===== config.mk =====
export PLATFORM = sky130hd
export DESIGN_NAME = i2c_master_bit_sequencer
export DESIGN_NICKNAME = d
export VERILOG_FILES = /design/src/sv/i2cmbs_pkg.sv /design/src/sv/i2c_master_bit_sequencer.sv
export SDC_FILE = /design/constraint.sdc
export NUM_CORES = 1
export LEC_CHECK = 0
export BUFFER_PORTS_ARGS = -buffer_cell sky130_fd_sc_hd__buf_2
export CAP_MARGIN = 30
export CORE_MARGIN = 8
export CORE_UTILIZATION = 51
export CTS_CLUSTER_SIZE = 10
export DETAILED_ROUTE_END_ITERATION = 10
export PLACE_DENSITY = 0.77
export SLEW_MARGIN = 0
export SYNTH_ARGS = -nofsm -noshare
export SYNTH_HDL_FRONTEND = slang
export SYNTH_SLANG_ARGS = --single-unit

===== constraint.sdc =====
create_clock -name clk -period 5.7 [get_ports clk]
set_clock_uncertainty 0.2 [all_clocks]
set_input_delay 1.425 -clock clk [delete_from_list [all_inputs] [get_ports clk]]
set_output_delay 1.425 -clock clk [all_outputs]
set_load 0.02 [all_outputs]

===== src/sv/i2cmbs_pkg.sv =====
package i2cmbs_pkg;

	// command codes, also used for the sub-sequence selector
	localparam logic [2:0] CMD_NONE  = 3'd0;
	localparam logic [2:0] CMD_START = 3'd1;
	localparam logic [2:0] CMD_STOP  = 3'd2;
	localparam logic [2:0] CMD_WRITE = 3'd3;
	localparam logic [2:0] CMD_ACK   = 3'd4;
	localparam logic [2:0] CMD_READ  = 3'd5;
	localparam logic [2:0] CMD_PROBE = 3'd6;

	// probe layout: start, address write, ack sample, stop
	localparam logic [5:0] PROBE_WR_BASE   = 6'd3;
	localparam logic [5:0] PROBE_ACK_BASE  = 6'd27;
	localparam logic [5:0] PROBE_STOP_BASE = 6'd30;

	// read layout: release slot, two slots per bit, answer bit
	localparam logic [5:0] READ_LAST_BIT = 6'd16;
	localparam logic [5:0] READ_ANS_LOW  = 6'd17;
	localparam logic [5:0] READ_ANS_HIGH = 6'd18;

	localparam logic [2:0] LAST_BIT = 3'd7;

endpackage


===== src/sv/i2c_master_bit_sequencer.sv =====
// I2C master bit engine: one input word is one bus time slot.
// A result word is registered when its input word is taken and shows in the next cycle.
// Throughput: one word per cycle while the result is not stalled; the single result register frees on take.
// arst_n low clears the sequencer to idle with SCL and SDA released,
// last ack 1, error flag and shift registers 0, and no pending result.
module i2c_master_bit_sequencer (
	input  logic       clk,
	input  logic       arst_n,
	input  logic       in_valid,
	output logic       in_stall,
	input  logic [2:0] action,
	input  logic [7:0] tx_byte,
	input  logic       send_ack,
	input  logic       sda_in,
	output logic       out_valid,
	input  logic       out_stall,
	output logic       scl_out,
	output logic       sda_out,
	output logic       busy_res,
	output logic       done_res,
	output logic [7:0] rx_byte,
	output logic       ack_bit,
	output logic       bus_error
);

	logic [2:0] cmd_q, cmd_n;
	logic [5:0] phase_q, phase_n;
	logic [2:0] bc_q, bc_n;
	logic [7:0] tx_q, tx_n;
	logic [7:0] rx_q, rx_n;
	logic       ackc_q, ackc_n;
	logic       scl_q, scl_n;
	logic       sda_q, sda_n;
	logic       la_q, la_n;
	logic       err_q, err_n;
	logic       busy_q, busy_n;
	logic       done_q, done_n;
	logic       valid_q;
	logic       take;

	logic [5:0] ph;
	logic [5:0] sph;
	logic [2:0] kind;
	logic [5:0] wbase;
	logic [1:0] part;
	logic [2:0] wbit;
	logic       fin_sub;
	logic       abort;

	assign in_stall = valid_q & out_stall;
	assign take     = in_valid & ~in_stall;

	always_comb begin
		cmd_n   = cmd_q;
		ph      = phase_q;
		bc_n    = bc_q;
		tx_n    = tx_q;
		rx_n    = rx_q;
		ackc_n  = ackc_q;
		scl_n   = scl_q;
		sda_n   = sda_q;
		la_n    = la_q;
		err_n   = err_q;
		busy_n  = 1'b0;
		done_n  = 1'b0;
		fin_sub = 1'b0;
		abort   = 1'b0;
		phase_n = phase_q;

		// latch a new command only when idle
		if (cmd_q == i2cmbs_pkg::CMD_NONE && action >= i2cmbs_pkg::CMD_START &&
				action <= i2cmbs_pkg::CMD_PROBE) begin
			cmd_n  = action;
			ph     = '0;
			bc_n   = '0;
			tx_n   = tx_byte;
			ackc_n = send_ack;
			if (action == i2cmbs_pkg::CMD_START || action == i2cmbs_pkg::CMD_PROBE)
				err_n = 1'b0;
		end

		// map probe phases onto the basic sequences
		kind = cmd_n;
		sph  = ph;
		if (cmd_n == i2cmbs_pkg::CMD_PROBE) begin
			if (ph < i2cmbs_pkg::PROBE_WR_BASE) begin
				kind = i2cmbs_pkg::CMD_START;
			end else if (ph < i2cmbs_pkg::PROBE_ACK_BASE) begin
				kind = i2cmbs_pkg::CMD_WRITE;
				sph  = ph - i2cmbs_pkg::PROBE_WR_BASE;
			end else if (ph < i2cmbs_pkg::PROBE_STOP_BASE) begin
				kind = i2cmbs_pkg::CMD_ACK;
				sph  = ph - i2cmbs_pkg::PROBE_ACK_BASE;
			end else begin
				kind = i2cmbs_pkg::CMD_STOP;
				sph  = ph - i2cmbs_pkg::PROBE_STOP_BASE;
			end
		end

		// bit counter tracks the write bit, so the slot within a bit is phase - 3*bit
		wbit  = bc_n;
		wbase = {2'b00, wbit, 1'b0} + {3'b000, wbit};
		part  = 2'(sph - wbase);

		case (kind)
			i2cmbs_pkg::CMD_START: begin
				if (sph == 6'd0) begin
					scl_n = 1'b1;
					sda_n = 1'b1;
					if (!sda_in) begin
						err_n = 1'b1;
						abort = 1'b1;
					end
				end else if (sph == 6'd1) begin
					sda_n = 1'b0;
				end else begin
					scl_n   = 1'b0;
					fin_sub = 1'b1;
				end
			end
			i2cmbs_pkg::CMD_STOP: begin
				if (sph == 6'd0) begin
					scl_n = 1'b0;
					sda_n = 1'b0;
				end else if (sph == 6'd1) begin
					scl_n = 1'b1;
				end else begin
					// release SDA only after SCL is already high
					sda_n   = 1'b1;
					fin_sub = 1'b1;
				end
			end
			i2cmbs_pkg::CMD_WRITE: begin
				if (part == 2'd0) begin
					scl_n = 1'b0;
					sda_n = tx_n[7];
				end else if (part == 2'd1) begin
					scl_n = 1'b1;
				end else begin
					scl_n = 1'b0;
					tx_n  = {tx_n[6:0], 1'b0};
					bc_n  = wbit + 3'd1;
					if (wbit == i2cmbs_pkg::LAST_BIT) begin
						sda_n   = 1'b1;
						fin_sub = 1'b1;
					end
				end
			end
			i2cmbs_pkg::CMD_ACK: begin
				if (sph == 6'd0) begin
					sda_n = 1'b1;
				end else if (sph == 6'd1) begin
					scl_n = 1'b1;
					la_n  = sda_in;
				end else begin
					scl_n   = 1'b0;
					fin_sub = 1'b1;
				end
			end
			i2cmbs_pkg::CMD_READ: begin
				if (sph == 6'd0) begin
					sda_n = 1'b1;
				end else if (sph <= i2cmbs_pkg::READ_LAST_BIT) begin
					if (sph[0]) begin
						scl_n = 1'b1;
						rx_n  = {rx_n[6:0], sda_in};
					end else begin
						scl_n = 1'b0;
						bc_n  = sph[3:1];
					end
				end else if (sph == i2cmbs_pkg::READ_ANS_LOW) begin
					scl_n = 1'b0;
					sda_n = ~ackc_n;
				end else if (sph == i2cmbs_pkg::READ_ANS_HIGH) begin
					scl_n = 1'b1;
				end else begin
					scl_n   = 1'b0;
					sda_n   = 1'b1;
					fin_sub = 1'b1;
				end
			end
			default: begin
			end
		endcase

		if (cmd_n != i2cmbs_pkg::CMD_NONE) begin
			busy_n = 1'b1;
			// a probe aborted at start reports no answer
			if (abort && cmd_n == i2cmbs_pkg::CMD_PROBE)
				la_n = 1'b1;
			// inside a probe only the stop part ends the sequence
			if (abort || (fin_sub && (cmd_n != i2cmbs_pkg::CMD_PROBE ||
					kind == i2cmbs_pkg::CMD_STOP))) begin
				done_n  = 1'b1;
				cmd_n   = i2cmbs_pkg::CMD_NONE;
				phase_n = '0;
			end else begin
				phase_n = ph + 6'd1;
			end
		end
	end

	always_ff @(posedge clk or negedge arst_n) begin
		if (!arst_n) begin
			cmd_q   <= i2cmbs_pkg::CMD_NONE;
			phase_q <= '0;
			bc_q    <= '0;
			tx_q    <= '0;
			rx_q    <= '0;
			ackc_q  <= 1'b0;
			scl_q   <= 1'b1;
			sda_q   <= 1'b1;
			la_q    <= 1'b1;
			err_q   <= 1'b0;
			busy_q  <= 1'b0;
			done_q  <= 1'b0;
			valid_q <= 1'b0;
		end else begin
			if (take) begin
				cmd_q   <= cmd_n;
				phase_q <= phase_n;
				bc_q    <= bc_n;
				tx_q    <= tx_n;
				rx_q    <= rx_n;
				ackc_q  <= ackc_n;
				scl_q   <= scl_n;
				sda_q   <= sda_n;
				la_q    <= la_n;
				err_q   <= err_n;
				busy_q  <= busy_n;
				done_q  <= done_n;
				valid_q <= 1'b1;
			end else if (!out_stall) begin
				valid_q <= 1'b0;
			end
		end
	end

	// state registers double as the result word: they only move on a take
	assign out_valid = valid_q;
	assign scl_out   = scl_q;
	assign sda_out   = sda_q;
	assign busy_res  = busy_q;
	assign done_res  = done_q;
	assign rx_byte   = rx_q;
	assign ack_bit   = la_q;
	assign bus_error = err_q;

endmodule


After elaboration in Yosys (flattened, before gate mapping)
Cells that the tools add are included.
{"block": "totals", "word_cells": 154, "reg_bits": 36, "input_bits": 17, "output_inout_bits": 16}
{"block": "op_classes", "n_mux": 80, "bitwise_logic": 5, "order_cmp": 6, "n_reduce_logical": 17, "add_sub_neg": 7, "n_eq_ne": 26}
{"cell": "$mux 1", "n": 53}
{"cell": "$mux 3", "n": 13}
{"cell": "$mux 6", "n": 6}
{"cell": "$mux 8", "n": 4}
{"cell": "$ne 3x3->1 const B", "n": 8}
{"cell": "$eq 3x3->1 const B", "n": 5}
{"cell": "$eq 6x5->1 const B", "n": 2}
{"cell": "$lt 6x5->1 const B", "n": 2}
{"cell": "$sub 6x5->6 const B", "n": 2}
{"cell": "$pmux 1 s5", "n": 2}
{"cell": "$reduce_and 9->1", "n": 1}
{"cell": "$add 6x1->6 const B", "n": 1}
{"cell": "$eq 3x1->1 const B", "n": 2}
{"cell": "$eq 3x2->1 const B", "n": 2}
{"cell": "$eq 6x1->1 const B", "n": 1}
{"cell": "$le 6x5->1 const B", "n": 1}
{"cell": "$logic_not 6->1", "n": 1}
{"cell": "$lt 6x2->1 const B", "n": 1}
{"cell": "$ne 2x2->1 const B", "n": 3}
{"cell": "$pmux 3 s2", "n": 1}
{"cell": "$reduce_and 6->1", "n": 1}
{"cell": "$sub 6x2->6 const B", "n": 1}
{"cell": "$reduce_and 5->1", "n": 1}
{"cell": "$reduce_bool 5->1", "n": 1}
{"cell": "other kinds (18)", "n": 26}

Longest topological paths before layout
Gate-level depths: netlist of the first run.
{"block": "depth", "ltp_word": 19, "ltp_mapped": 15, "depth_no_buf": 13}

Worst setup path before layout of the first run
Ideal clock, no wire load.
{"block": "synth_path", "path_kind": "in2reg", "startpoint": "input port action[1]", "endpoint": "register done_q (netlist: done_res)", "arrival_ns": 4.768, "required_ns": 5.375, "setup_slack_ns": 0.607, "setup_time_ns": 0.125, "stages": 15, "path_buffers": 2, "cell_sequence": "buf_2 -> or3_1 -> nand3_1 -> clkbuf_1 -> nand2_1 -> ha_1 -> a21oi_1 -> o22ai_1 -> or4_4 -> a41o_4 -> nand4_4 -> nor4_1 -> a31o_2 -> or2_4 -> mux2_4"}
{"block": "synth_between", "elab_chain_len": 19, "elab_cells_between_ends": 57, "cone_classes": "5 x add/sub; 6 x order compare; 12 x eq/ne; 25 x mux; 9 x reduce/logical"}
{"item": "from (decl)", "line": "i2c_master_bit_sequencer.sv:11", "text": "input logic [2:0] action,"}
{"item": "branches (longest 18 deep; another with $sub 6x5->6)"}
{"item": "$mux 1 *", "line": "i2c_master_bit_sequencer.sv:186", "text": "if (cmd_n != i2cmbs_pkg::CMD_NONE) begin"}
{"item": "to (signal assigned)", "line": "i2c_master_bit_sequencer.sv:231", "text": "done_q <= done_n;"}
{"item": "to (decl)", "line": "i2c_master_bit_sequencer.sv:37", "text": "logic done_q, done_n;"}
Mark *: on every way between the ends.
A chain may end at the register's enable or synchronous reset.

Worst setup path in the final report of the first run
{"block": "layout_path", "startpoint": "input port action[1]", "endpoint": "register sda_q (netlist: sda_out)"}
{"block": "layout_between", "elab_chain_len": 14, "elab_cells_between_ends": 56, "cone_classes": "5 x add/sub; 6 x order compare; 18 x eq/ne; 20 x mux; 1 x bitwise; 6 x reduce/logical"}
{"item": "branches (longest 14 deep; another with $sub 6x5->6)"}
{"item": "to (signal assigned)", "line": "i2c_master_bit_sequencer.sv:227", "text": "sda_q <= sda_n;"}
{"item": "to (decl)", "line": "i2c_master_bit_sequencer.sv:33", "text": "logic sda_q, sda_n;"}
Several ways; the timed one is not identified. The select of a mux whose other input is x is not followed.

==> metrics.md, run 1 <==
| Metric | Value |
|---|---|
| Outcome | finished, final reports clean |
| Top FF cell, synth | dfrtp_1 |
| WL final | 7960 um |
| Nets | between 400 and 500 |
| Max Fclk | 199 MHz |
| Root Buffer | clkbuf_8 |
| Setup crit start kind | input port |
| Clock Latency Late Sink | 0.29 ns |
| I/O pins | 33 |
| CTS tree | done |
| Unrepaired setup endpoints after global routing | no |
| Die width | 93.2 um |
| Crit Path Category | input port to flip-flop |
| Initial antenna violation count | 0 |
| ANT nets after route | 0 |
| Pin count of the biggest net entering global routing | 37 |
| Design Area, Final | 3330 um^2 |
| Worst-Margin Slew | around 0.88 ns |
| Placer Congestion | roughly 0.9 |
| CORE AREA | 5850 um^2 |
| First-pass GRT wire length | 13,100 um |
| Seq/Total Area, Yosys | 29.8% |
| Post-synthesis async set-or-reset flop share | 100% |
| Period Utilization, post-route | 88.1% |
| Rows | 28 |
| Setup-failing EPs final | 0 |
| 1st-iter DRT viols | approximately 190 |
| Hold Violations, Final | 0 |
| Most frequent cells in the layout | nand2_1, dfrtp_1, buf_2 |
| Clk buf depth | 2 |
| Post-cts sizing count | 0 |
| Initial Util | 51.9% |
| Syn Inst Count | 362 |
| Synthesis-stage register bit count | 36 |
| Total design power | 2170 uW |
| Die height | ~93 um |
| Worst Hold Class | flip-flop to flip-flop |
| Ant. Diodes | 0 |
| Reg2reg setup slack | ~1.4 ns |
| Input/output buffers | 32 |
| # DRC | 0 |
| Die ar. | 8680 um^2 |
| WL/cell | 17.4 um |
| Max-Cap Viols | 0 |
| Vias | 2,926 |
| Fin crit period | 5.02 ns |
| Mean Syn Cell Area | about 8.4 um^2 |
| Placement Cell Area | 3220 um^2 |
| Ys Warns | 0 |
| Rel. slew slack | 41.4% |
| Vias in the first global route | around 2,700 |
| Mapped cell area | 3040 um^2 |
| DRT Pass-1 Iters | 5 |
| Worst Setup End Kind | flip-flop |
| Total CTS buffers | 5 |
| Critical path arrival | 5.04 ns |
| CTS Hold Buffers Added | 0 |
| Ratio of cells with drive above 1 in the final layout | about 22% |
| Setup_tns | 0 ns |
| Commonest non-fill, non-tap cell in the layout | nand2_1 |
| LEAKAGE | 0.00142 uW |
| Postcts setup bufs | 0 |
| CTS H-tree depth | 2 |
| Sink Count | 36 |
| Overflow after GRT | 0 |
| Area delta synth->final | 9.68% |
| Crit Path Max Fanout | 9 |
| Syn_nets | 382 |
| Synth cell types | 74 |
| Clock-pin slew on the worst setup and hold paths | 0.08 ns |
| Power Dens Cells | 651 nW/um^2 |
| GRT Util Overall | around 18% |
| Via density per instance | 6.40 |
| WHS | about 0.28 ns |
| Dpl hpwl | 5950 um |
| Critical path required time | between 5 and 6 ns |
| Max VDD drop | ~0.3 mV |
| Fin. max-slew vios | 0 |
| Post-synth EDFFs | 0 |
==> cells by family after synthesis <==
group           count (synthesis)  synth area share [%]
simple gates                  148                  25.5
compound gates                117                  30.5
buf+inv                        36                  5.11
flops                          36                  29.8
mux                            20                  7.25
fa+ha+maj                       3                  1.24
xor+xnor                        2                 0.577
==> routing by layer <==
metal	wire length, um	track usage (%)	vias up
met4	216	8.72	0
met2	3740	28.6	124
li1	-	-	1409
met1	3440	24.5	1373
met5	0	0	-
met3	561	3.21	20
==> final timing paths <==
check,cells past startpoint,to,from
setup / recovery,14,sda_out$_DFFE_PN1P_,action[1]
hold / removal,1,tx_q[5]$_DFFE_PN0P_,tx_q[5]$_DFFE_PN0P_
setup reg to reg,13,sda_out$_DFFE_PN1P_,cmd_q[0]$_DFFE_PN0P_
hold reg to reg,1,tx_q[5]$_DFFE_PN0P_,tx_q[5]$_DFFE_PN0P_
max in group asynchronous,1,phase_q[3]$_DFFE_PN0P_,arst_n
min in group asynchronous,1,tx_q[7]$_DFFE_PN0P_,arst_n
==> report_power, final <==
part	total, uW	switching (uW)	internal, uW
logic	1460	848	609
clock network	224	94.4	129
registers	487	134	353
==> through the flow <==
step,setup WS (ns),util [%],cells
after CTS,0.853,56.9,457
after global placement,0.660,55.0,449
after detailed placement,0.554,55.0,449
after floorplan,0.607,-,362
final,0.680,56.9,457
after global routing,0.465,56.9,457
==> area by class of cell <==
cell class	count	area, um^2
clock inverters	3	42.5
inverters	11	41.3
fillers	519	2520
flip-flops and latches	36	905
well taps	75	93.8
clock buffers	5	68.8
multi-input cells	290	1980
repair buffers	37	198
==> state kept, by name (all words and copies together) (netlist names) <==
signal / cells
out_valid: 1
ackc_q: 1
cmd_q: 3
ack_bit: 1
sda_out: 1
scl_out: 1
bus_error: 1
tx_q: 8
rx_byte: 8
done_res: 1
bc_q: 3
busy_res: 1
phase_q: 6
==> synth_stat cells (3+ instances only) <==
library cell | number | area share (%)
mux2i_1 | 7 | 2.3
a21o_1 | 8 | 2.0
nand3b_1 | 3 | 0.74
o31ai_1 | 6 | 1.5
o211ai_1 | 4 | 0.99
and3_1 | 5 | 1.0
buf_2 | 3 | 0.49
a211oi_1 | 6 | 1.5
inv_1 | 10 | 1.2
clkbuf_1 | 17 | 2.1
a2bb2oi_1 | 5 | 1.4
nand4_1 | 5 | 1.0
or3_1 | 5 | 1.0
a31o_2 | 3 | 0.87
and2_1 | 11 | 2.3
nand2_1 | 49 | 6.1
nor4_1 | 3 | 0.62
ha_1 | 3 | 1.2
a31oi_1 | 5 | 1.0
nor3b_1 | 4 | 0.99
a21oi_1 | 21 | 3.5
nor2_1 | 27 | 3.3
dfstp_2 | 3 | 2.6
mux2_2 | 11 | 4.1
or4_4 | 3 | 1.1
nand3_1 | 13 | 2.1
o22ai_1 | 6 | 1.2
a22oi_1 | 4 | 0.99
o21ai_0 | 11 | 1.8
o22a_1 | 5 | 1.4
dfrtp_1 | 33 | 27
nor3_1 | 6 | 0.99
o2bb2ai_1 | 3 | 0.87
a22o_1 | 3 | 0.87
==> worst max-delay path: stages <==
cell and delay [ns]:
buf_2 0.14, or3_1 0.41, nand3_1 0.28, nand2_1 0.10, ha_1 0.25, a21oi_1 0.31, nor2_1 0.07, a211oi_1 0.33
o31ai_1 0.21, nor4_2 0.53, o211ai_1 0.17, a221oi_1 0.35, nand3_1 0.14, mux2_1 0.34
No activity file was read; power rests on OpenSTA's default activity.
==> run 2, diff against run 1 <==
- GPL_ROUTABILITY_DRIVEN: not set -> 0
- REMOVE_ABC_BUFFERS: not set -> 1
==> metrics.md, run 2 (synthesized netlist as in run 1, its figures left out) <==
| Metric | Value |
|---|---|
| Outcome | finished, final reports clean |
| Dpl hpwl | 5780 um (-2.8%) |
| Worst Setup EP | sda_out$_DFFE_PN1P_ |
| Worst Hold Class | flip-flop to flip-flop |
| Clock Latency Late Sink | 0.28 ns (about the same) |
| Vias | 2,898 (-0.96%) |
| # DRC | 0 (unchanged) |
| Overflow after GRT | 0 (unchanged) |
| Postcts setup bufs | 0 (unchanged) |
| Ant. Diodes | 0 (unchanged) |
| Max Fclk | 208 MHz (+4.2%) |
| Die ar. | 8680 um^2 (unchanged) |
| Area delta synth->final | 8.69% |
| Design Area, Final | 3300 um^2 (-0.90%) |
| Setup crit start kind | input port |
| Critical path arrival | 4.83 ns (-0.21 ns) |
| Switching Fraction | 50.6% (+0.95 points) |
| Clock-pin slew on the worst setup and hold paths | 0.08 ns (about the same) |
| WL/cell | 16.9 um (-3.0%) |
| Most frequent cells in the layout | nand2_1, dfrtp_1, buf_2 |
| ANT nets after route | 0 (unchanged) |
| Hold Violations, Final | 0 (unchanged) |
| Die height | 93.2 um (unchanged) |
| Die width | 93.2 um (unchanged) |
| Rel. slew slack | 39.4% (-1.9 points) |
| Clock network power share | 8.5% (-1.8 points) |
| WL final | 7700 um (-3.2%) |
| Worst Setup End Kind | flip-flop |
| CTS H-tree depth | 2 (unchanged) |
| LEAKAGE | 0.00140 uW (-1.3%) |
| GRT Util Overall | 17.7% (-0.77 points) |
| 1st-iter DRT viols | 324 (+74%) |
| Vias in the first global route | 2,713 (+1.8%) |
| Crit path launch | action[1] |
| Initial antenna violation count | 0 (unchanged) |
| Fin crit period | 4.82 ns (-0.204 ns) |
| CTS tree | done |
| Rows | 28 (unchanged) |
| Sink Count | 36 (unchanged) |
| Post-cts sizing count | 0 (unchanged) |
| Int Pwr | 1040 uW (-4.3%) |
| R2r startpoint | cmd_q[0]$_DFFE_PN0P_ |
| Via density per instance | 6.36 (-0.74%) |
| Ratio of cells with drive above 1 in the final layout | 21.5% (-0.47 points) |
| Total CTS buffers | 5 (unchanged) |
| Worst reg-to-reg path cell count | 13 (unchanged) |
| Setup_tns | 0 ns (unchanged) |
| Pin count of the biggest net entering global routing | 37 (unchanged) |
| Max-Cap Viols | 0 (unchanged) |
| Crit Path Category | input port to flip-flop |
| DRT Pass-1 Iters | 6 (+1) |
| Max VDD drop | 0.323 mV (+5.6%) |
| I/O pins | 33 (unchanged) |
| Logic pwr share | 68.3% (+1.1 points) |
| Root Buffer | clkbuf_8 |
| Initial Util | 51.9% (unchanged) |
| Reg2reg setup slack | 1.57 ns (+0.22 ns) |
| Crit Reg-Reg Endpoint | sda_out$_DFFE_PN1P_ |
| Setup-failing EPs final | 0 (unchanged) |
| Period Utilization, post-route | 84.5% (-3.6 points) |
| First-pass GRT wire length | 12,700 um (-3.4%) |
| Post-Route Utilization | 56.4% (-0.51 points) |
| Critical path required time | 5.71 ns (about the same) |
| Filler instances | 507 (-2.3%) |
| Sw power | 1070 uW (-0.56%) |
| Placement Cell Area | 3210 um^2 (-0.23%) |
| Crit Path Max Fanout | 9 (unchanged) |
| Fin. max-slew vios | 0 (unchanged) |
| Input/output buffers | 32 (unchanged) |
| Power Dens Cells | 641 nW/um^2 (-1.5%) |
| CTS Hold Buffers Added | 0 (unchanged) |
| Sequential Power Share | 23.2% (+0.7 points) |
| Nets | 400 (-0.25%) |
| Unrepaired setup endpoints after global routing | no |
| Worst-Margin Slew | 0.906 ns (+0.0291 ns) |
| Commonest non-fill, non-tap cell in the layout | nand2_1 |
| CORE AREA | 5850 um^2 (unchanged) |
| Clk buf depth | 2 (unchanged) |
==> run 2: cell count changes in the layout (fill, tap and decap cells not counted) <==
cell / previous run / this run
bufinv_16: 1 / 0
buf_4: 5 / 4
clkinv_4: 0 / 1
clkinv_2: 1 / 0
clkbuf_1: 0 / 1
==> run 2: how the worst min path moves through the flow <==
stage                               startpoint                    to  cells past startpoint  slack (ns)
after detailed placement  busy_res$_DFFE_PN0P_  busy_res$_DFFE_PN0P_                      2        0.27
after floorplan            tx_q[7]$_DFFE_PN0P_   tx_q[7]$_DFFE_PN0P_                      2        0.24
final                     busy_res$_DFFE_PN0P_  busy_res$_DFFE_PN0P_                      2        0.28
after global routing      busy_res$_DFFE_PN0P_  busy_res$_DFFE_PN0P_                      2        0.31
after global placement    busy_res$_DFFE_PN0P_  busy_res$_DFFE_PN0P_                      2        0.25
after CTS                 busy_res$_DFFE_PN0P_  busy_res$_DFFE_PN0P_                      2        0.29
==> run 2: routing by layer <==
metal / up-vias / part of all wire (%) / global-route usage (%)
li1: 1404 / - / -
met2: 113 / 48 / 29.2
met3: 12 / 5.5 / 3.21
met1: 1369 / 45 / 22.4
met4: 0 / 1.6 / 6.85
met5: - / 0 / 0
==> run 2: area by class of cell <==
cell class	instances	area [um^2]	share of cell area [%]
clock buffer	6	72.6	2.20
clock inverter	2	16.3	0.493
inverter	11	41.3	1.25
multi-input combinational	290	1980	60.0
sequential	36	905	27.4
tap	75	93.8	2.84
timing repair buffer	36	190	5.76
==> run 2: per-stage QoR <==
step	power (uW)	cells	setup slack, ns	hold slack, ns
2_1_floorplan	1590	337	0.361	0.245
5_1_grt	2270	456	0.586	0.306
3_5_place_dp	1910	448	0.690	0.268
3_3_place_gp	1870	448	0.784	0.252
6_report	2120	456	0.883	0.282
4_1_cts	2100	456	0.980	0.287
==> run 2: power by group through the flow <==
stage | Combinational (uW) | Sequential [uW] | Clock, uW
floorplan | 1110 | 480 | 0
global placement | 1390 | 486 | 0
detailed placement | 1420 | 489 | 0
CTS | 1430 | 485 | 186
global route | 1580 | 504 | 195
finish | 1440 | 490 | 180
==> run 2: worst max-delay path: stages <==
cell	delay (ns)
buf_2	0.14
or3_1	0.41
nand3_1	0.14
nand2_1	0.07
ha_1	0.26
a21oi_1	0.29
nor2_1	0.09
a211oi_1	0.35
o31ai_1	0.23
nor4_2	0.54
o211ai_1	0.17
a221oi_1	0.26
nand3_1	0.13
mux2_1	0.33
